`src/design/lda_gibbs_topic_sampler_top_defines.svh`:
```
// ----------------------------------------------------------------------------
// LDA Gibbs topic sampler assertion macros
// Shared assertion shorthands for the sampler RTL, clocked on clk_i and
// disabled while rst_ni is low.
// ----------------------------------------------------------------------------
`ifndef LDA_GIBBS_TOPIC_SAMPLER_TOP_DEFINES_SVH
`define LDA_GIBBS_TOPIC_SAMPLER_TOP_DEFINES_SVH

// Same-cycle implication.
`define LGTS_ASSERT_IMPL(label, ante, cons, msg) \
  label: assert property (@(posedge clk_i) disable iff (!rst_ni) (ante) |-> (cons)) \
    else $error(msg);

// Next-cycle implication.
`define LGTS_ASSERT_NEXT(label, ante, cons, msg) \
  label: assert property (@(posedge clk_i) disable iff (!rst_ni) (ante) |=> (cons)) \
    else $error(msg);

`endif

```
`src/design/lgts_pkg.sv`:
```
// ----------------------------------------------------------------------------
// LDA Gibbs topic sampler package
// Fixed-point constants, codes and the divider response type.
// ----------------------------------------------------------------------------
package lgts_pkg;

  // Ratios are unsigned Q0.24 fractions.
  localparam int unsigned FRAC_BITS = 24;
  localparam logic [FRAC_BITS-1:0] FRAC_MAX = '1;
  // Cumulative weights and their total.
  localparam int unsigned CW_BITS = 48;

  localparam logic FUNC_INIT     = 1'b0;
  localparam logic FUNC_RESAMPLE = 1'b1;

  localparam logic STATUS_OK  = 1'b0;
  localparam logic STATUS_ERR = 1'b1;

  localparam logic [1:0] REG_NUM_TOPICS = 2'd0;
  localparam logic [1:0] REG_NUM_WORDS  = 2'd1;
  localparam logic [1:0] REG_ALPHA      = 2'd2;
  localparam logic [1:0] REG_BETA       = 2'd3;

  typedef struct packed {
    logic                 done;
    logic [FRAC_BITS-1:0] quot;
  } div_rsp_t;

endpackage

```
`src/design/lgts_div.sv`:
```
// ----------------------------------------------------------------------------
// LDA Gibbs topic sampler fraction divider
// Restoring divider giving a truncated Q0.24 quotient, one bit per cycle.
// ----------------------------------------------------------------------------
module lgts_div #(
  parameter int unsigned DW = 33
) (
  input  logic              clk_i,
  input  logic              rst_ni,
  input  logic              start_i,
  input  logic [DW-1:0]     num_i,
  input  logic [DW-1:0]     den_i,
  output lgts_pkg::div_rsp_t rsp_o
);

  localparam int unsigned CNTW = $clog2(lgts_pkg::FRAC_BITS + 1);

  logic                           busy_q, busy_d;
  logic                           done_q, done_d;
  logic [CNTW-1:0]                cnt_q, cnt_d;
  logic [DW-1:0]                  rem_q, rem_d;
  logic [DW-1:0]                  den_q, den_d;
  logic [lgts_pkg::FRAC_BITS-1:0] quot_q, quot_d;
  logic [DW:0]                    rem_sh;

  assign rem_sh = {rem_q, 1'b0};

  always_comb begin
    busy_d = busy_q;
    done_d = 1'b0;
    cnt_d  = cnt_q;
    rem_d  = rem_q;
    den_d  = den_q;
    quot_d = quot_q;
    if (start_i) begin
      den_d = den_i;
      rem_d = num_i;
      cnt_d = CNTW'(lgts_pkg::FRAC_BITS);
      if (den_i == '0) begin
        quot_d = '0;
        done_d = 1'b1;
      end else if (num_i >= den_i) begin
        quot_d = lgts_pkg::FRAC_MAX;
        done_d = 1'b1;
      end else begin
        quot_d = '0;
        busy_d = 1'b1;
      end
    end else if (busy_q) begin
      if (rem_sh >= {1'b0, den_q}) begin
        rem_d  = DW'(rem_sh - {1'b0, den_q});
        quot_d = {quot_q[lgts_pkg::FRAC_BITS-2:0], 1'b1};
      end else begin
        rem_d  = rem_sh[DW-1:0];
        quot_d = {quot_q[lgts_pkg::FRAC_BITS-2:0], 1'b0};
      end
      cnt_d = cnt_q - 1'b1;
      if (cnt_q == CNTW'(1)) begin
        busy_d = 1'b0;
        done_d = 1'b1;
      end
    end
  end

  always_ff @(posedge clk_i or negedge rst_ni) begin
    if (!rst_ni) begin
      busy_q <= 1'b0;
      done_q <= 1'b0;
      cnt_q  <= '0;
    end else begin
      busy_q <= busy_d;
      done_q <= done_d;
      cnt_q  <= cnt_d;
    end
  end

  always_ff @(posedge clk_i) begin
    rem_q  <= rem_d;
    den_q  <= den_d;
    quot_q <= quot_d;
  end

  assign rsp_o.done = done_q;
  assign rsp_o.quot = quot_q;

endmodule

```
`config.mk`:
```
export PLATFORM = sky130hd
export DESIGN_NAME = lgts_div
export DESIGN_NICKNAME = d
export VERILOG_FILES = /design/src/design/lda_gibbs_topic_sampler_top_defines.svh /design/src/design/lgts_pkg.sv /design/src/design/lgts_div.sv
export SDC_FILE = /design/constraint.sdc
export NUM_CORES = 1
export LEC_CHECK = 0
export ABC_AREA = 1
export BUFFER_PORTS_ARGS = -buffer_cell sky130_fd_sc_hd__buf_2
export CORE_MARGIN = 2
export CORE_UTILIZATION = 30
export DETAILED_ROUTE_END_ITERATION = 10
export PLACE_DENSITY = 0.5
export SYNTH_ARGS = -nofsm -noshare
export SYNTH_HDL_FRONTEND = slang
export SYNTH_SLANG_ARGS = --single-unit
```
`constraint.sdc`:
```
create_clock -name clk_i -period 2.75 [get_ports clk_i]
set_input_delay 0.55 -clock clk_i [delete_from_list [all_inputs] [get_ports clk_i]]
set_output_delay 0.55 -clock clk_i [all_outputs]
set_load 0.03 [all_outputs]
```
Yosys cells after proc, flatten, opt, wreduce, memory -nomap -nowiden
Cells that the tools add are included.

word-level totals
  flip-flop bits (word level) = 97
  input bits = 69
  output and inout bits = 25
  word-level logic and storage cells = 36

operators by class
  $add $sub $neg = 2
  magnitude comparators = 2
  equal/unequal tests = 3
  multiplexer cells = 20
  reduce and logical (&&, ||, !) cells = 3

operators with widths
  cell                   number
  $mux W33               3
  $mux W24               4
  $ge A34 B33 Y1         1
  $ge A33 B33 Y1         1
  $logic_not A33 Y1      1
  $sub A33 B33 Y33       1
  $mux W1                11
  $mux W5                2
  $eq A5 B1 Y1 const B   1
  $sub A5 B1 Y5 const B  1
  $ne A2 B2 Y1 const B   2
  $reduce_and A2 Y1      1
  $reduce_bool A2 Y1     1

Longest topological paths before layout
  depth after elaboration = 4
  depth in mapped cells = 17
  depth with buffers taken out = 16

Worst setup path before layout
Ideal clock, no wire load.

  kind = input -> register
  from = input port start_i
  to = register quot_q[0] (netlist name), enable pin
  library setup time = 0.417 ns
  arrival time = 1.875 ns
  data required time = 2.333 ns
  slack = 0.458 ns
  stages on the path = 2
  buffers on the path = 0
  path through = inv_2 nand2_1

between the ends
  word-level cells in the longest chain between the ends = 1

ends and longest elaborated chain
  what                          line            source
  start, declared               lgts_div.sv:10  input logic start_i,
  $reduce_bool A2 Y1 (no line)  --
  end signal, assigned          lgts_div.sv:80  quot_q <= quot_d;
  end, declared                 lgts_div.sv:23  logic [lgts_pkg::FRAC_BITS-1:0] quot_q, quot_d;

No other way between the ends.
A chain may end at the register's enable or synchronous reset.

Worst setup path after layout
  from = register rem_q[24]
  to = register rem_q[26], data pin

between the ends
  word-level cells in the longest chain between the ends = 4
  elaborated cells between the ends (all ways) = 5
  classes of those cells = add/sub: 1; order compare: 1; mux: 3

ends and longest elaborated chain
  what                                                line                            source
  start, declared                                     lgts_div.sv:21                  logic [DW-1:0] rem_q, rem_d;
  start signal, assigned                              lgts_div.sv:78                  rem_q <= rem_d;
  $sub A33 B33 Y33 or $ge A34 B33 Y1 (tied branches)  lgts_div.sv:51, lgts_div.sv:50
  $mux W33 (*)                                        lgts_div.sv:50                  if (rem_sh >= {1'b0, den_q}) begin
  $mux W33 (*)                                        lgts_div.sv:49                  end else if (busy_q) begin
  $mux W33 (*)                                        lgts_div.sv:35                  if (start_i) begin
  via rem_d[26]                                       lgts_div.sv:21

The timed path passes the listed nets; every way through them passes the cells marked *. The select of a mux whose other input is x is not followed.

==> results.ini <==
[run_status]
outcome = finished clean

[setup_path]
critPathLaunchType = flop
arrival_ps = 2610
startpoint = rem_q[24]$_DFFE_PP_
rrSetupSlack_ps = 260
critPathMaxFanout = 14
crit_type = flop to flop
required_ps = 2870
worstReg2RegStart = rem_q[24]$_DFFE_PP_
reg2regPathDepth = 15
crit_path_end = rem_q[26]$_DFFE_PP_
rr_endpoint = rem_q[26]$_DFFE_PP_
end_kind = flop

[sta]
setup_viol = 0
fin_ws_ps = 258.9
min_period_ps = 2491
fin_setup_tns_ps = 0
hold_slack_ps = 1.136
fmax_ghz = 0.4014
worst_pin_slew_ps = 527.1
fin_crit_sh_pct = 90.59
finalMaxSlewViolations = 0
rsz0062_at_grt = false
hold_viol_final = 0
clock_skew_ps = 9.384
max_slew_margin_pct = 64.86

[cts]
cts_buffer_depth = 2
postCtsHoldBufs = 0
cts.clk_slew.worst_paths_ps = 80
cts_inserted_buffers = 9
htreeDepth = 3
clk_latency_ps = 370
cts_root_buf = clkbuf_16
post_cts_resized = 0
cts_tree = yes
clock-sinks = 97
postCtsSetupBuffers = 0

[global_route]
grt_overflow = 0
met3_usage_pct = 1.787
grt_first_pass_wirelength_um = 36760
antenna_found_initial = 0
grt_pass1_vias = 7075
grt.total_usage_pct = 16.92
top_usage_layer = met2
use_met2_pct = 29.19
grtUsageMet1_pct = 22.69
grt_max_degree = 71

[synthesis]
synth_top_cell_area_share_pct = 34.32
yosysMostFrequentCell = nand2_1
ys_seq_elements = 97
synthArstFlopShare_pct = 7.216
synth_area_sq_um = 7875
ys_seq_area_share_pct = 36.54
synth_flop_cell = edfxtp_1
synth_top_area_cell = edfxtp_1
synth_area_per_cell_sq_um = 6.957
ys_warn_count = 0
syn_inst = 1132
synth_edf_count = 90
synth_cell_types = 35
yosys-top-cells-area = edfxtp_1, nand2_1, ha_1
syn_nets = 1270
synthTopCellsByCount = nand2_1, inv_1, edfxtp_1, nand3_1, ha_1

[route]
wl_um = 23570
first_pass_iters = 4
antenna_left = 0
drt-wirelength-per-cell_um = 15.03
via_count = 7252
route.detailed.drc = 0
drt_iter0_drc = 454
vias_per_cell = 4.625

[floorplanning]
die_h_um = 166.0
placementRows = 59
die_x_um = 166.0
core_area_sq_um = 25910
die_area_sq_um = 27560
initial_utilization_pct = 30.39
pin_count = 94

[finish]
layout.cells.non_filler = 1568
fin_nets = 1366
final_core_util_pct = 35.15
design_area_sq_um = 9107
area_growth_pct = 15.65
num_antenna_cells = 0
final_layout_size_suffix_gt1_share_pct = 11.52

[worst_hold_path]
hp-class = input port to asynchronous set/reset pin

[job]
max_cap_violations = 0

[placed_design]
gp_congestion = 0.8823
port_buffers = 93
dpl.cell_count = 1552
dpl-instance-area_sq_um = 8801
dp_slack_ps = 93.39
hpwl_um = 19040

[power_and_ir_drop]
totalPowerFinal_mw = 8.424
leakagePower_nw = 5.027
p_per_area_nw_per_um2 = 925.0
ir_worst_vdd_mv = 0.3152

==> cell usage in the layout (no fill, tap or decap), types with 14 or more instances in the layout <==
master,Yosys,layout
xnor2_1,14,14
inv_1,207,207
nand3_1,74,74
ha_1,68,68
edfxtp_1,90,90
nand4_1,15,15
nand3b_1,25,25
nor2_1,61,61
nand2_1,458,457
a21oi_1,30,30
buf_2,6,93
==> routing by layer <==
| metal | share of wire (%) | vias to the layer above | wire (um) |
|---|---|---|---|
| li1 | - | 3745 | - |
| met2 | 47 | 124 | 11040 |
| met3 | 3.4 | 19 | 792 |
| met1 | 48 | 3364 | 11360 |
| met4 | 1.6 | 0 | 370 |
| met5 | 0 | - | 0 |
==> report_power, final <==
part | switching [mW] | internal [mW]
Clock | 0.670 | 0.650
Combinational | 3.15 | 1.69
Sequential | 0.187 | 2.08
==> cells by family (layout without fill, tap and decap cells) <==
family,Yosys count,after routing,share of synthesized area [%]
and+or+nand+nor,666,666,35.72
buffers and inverters,235,336,11.58
DFF,97,97,36.54
adders and majority gates,69,69,11.06
AOI/OAI and AO/OA,50,50,3.432
xor gates and xnor gates,15,15,1.668
==> registers in the layout, summed over array words and instances (netlist names) <==
| register | flops |
|---|---|
| rem_q | 33 |
| done_q | 1 |
| den_q | 33 |
| quot_q | 24 |
| busy_q | 1 |
| cnt_q | 5 |
==> layout make-up <==
type | count | area (sq um)
Fill cell | 2826 | 16800
Clock inverter | 7 | 81.33
Timing Repair Buffer | 106 | 613.1
Clock buffer | 9 | 225.2
Sequential cell | 97 | 2878
Multi-Input combinational cell | 800 | 4088
Inverter | 214 | 803.3
Tap cell | 335 | 419.2
==> critical path, stage by stage (launching register included) <==
cell	delay, ps
edfxtp_1	400
ha_1	400
nand2_1	160
inv_1	50
nand2_1	60
nand2_1	70
inv_1	60
nand2_1	60
nand2_1	70
nand3_2	80
nor2_4	150
nand2_4	150
nand2_2	290
nand2_1	120
nand2_1	70
nand2_1	50
==> worst min-delay path by stage <==
| stage | startpoint | to | cells past startpoint |
|---|---|---|---|
| after floorplan | rst_ni | busy_q$_DFFE_PN0P_ | 0 |
| after global placement | rst_ni | done_q$_DFF_PN0_ | 1 |
| after detailed placement | rst_ni | cnt_q[1]$_DFFE_PN0P_ | 1 |
| after CTS | rst_ni | cnt_q[1]$_DFFE_PN0P_ | 1 |
| after global routing | rst_ni | cnt_q[1]$_DFFE_PN0P_ | 1 |
| final | rst_ni | done_q$_DFF_PN0_ | 1 |
Note: power is estimated with default switching activity, not from simulation.
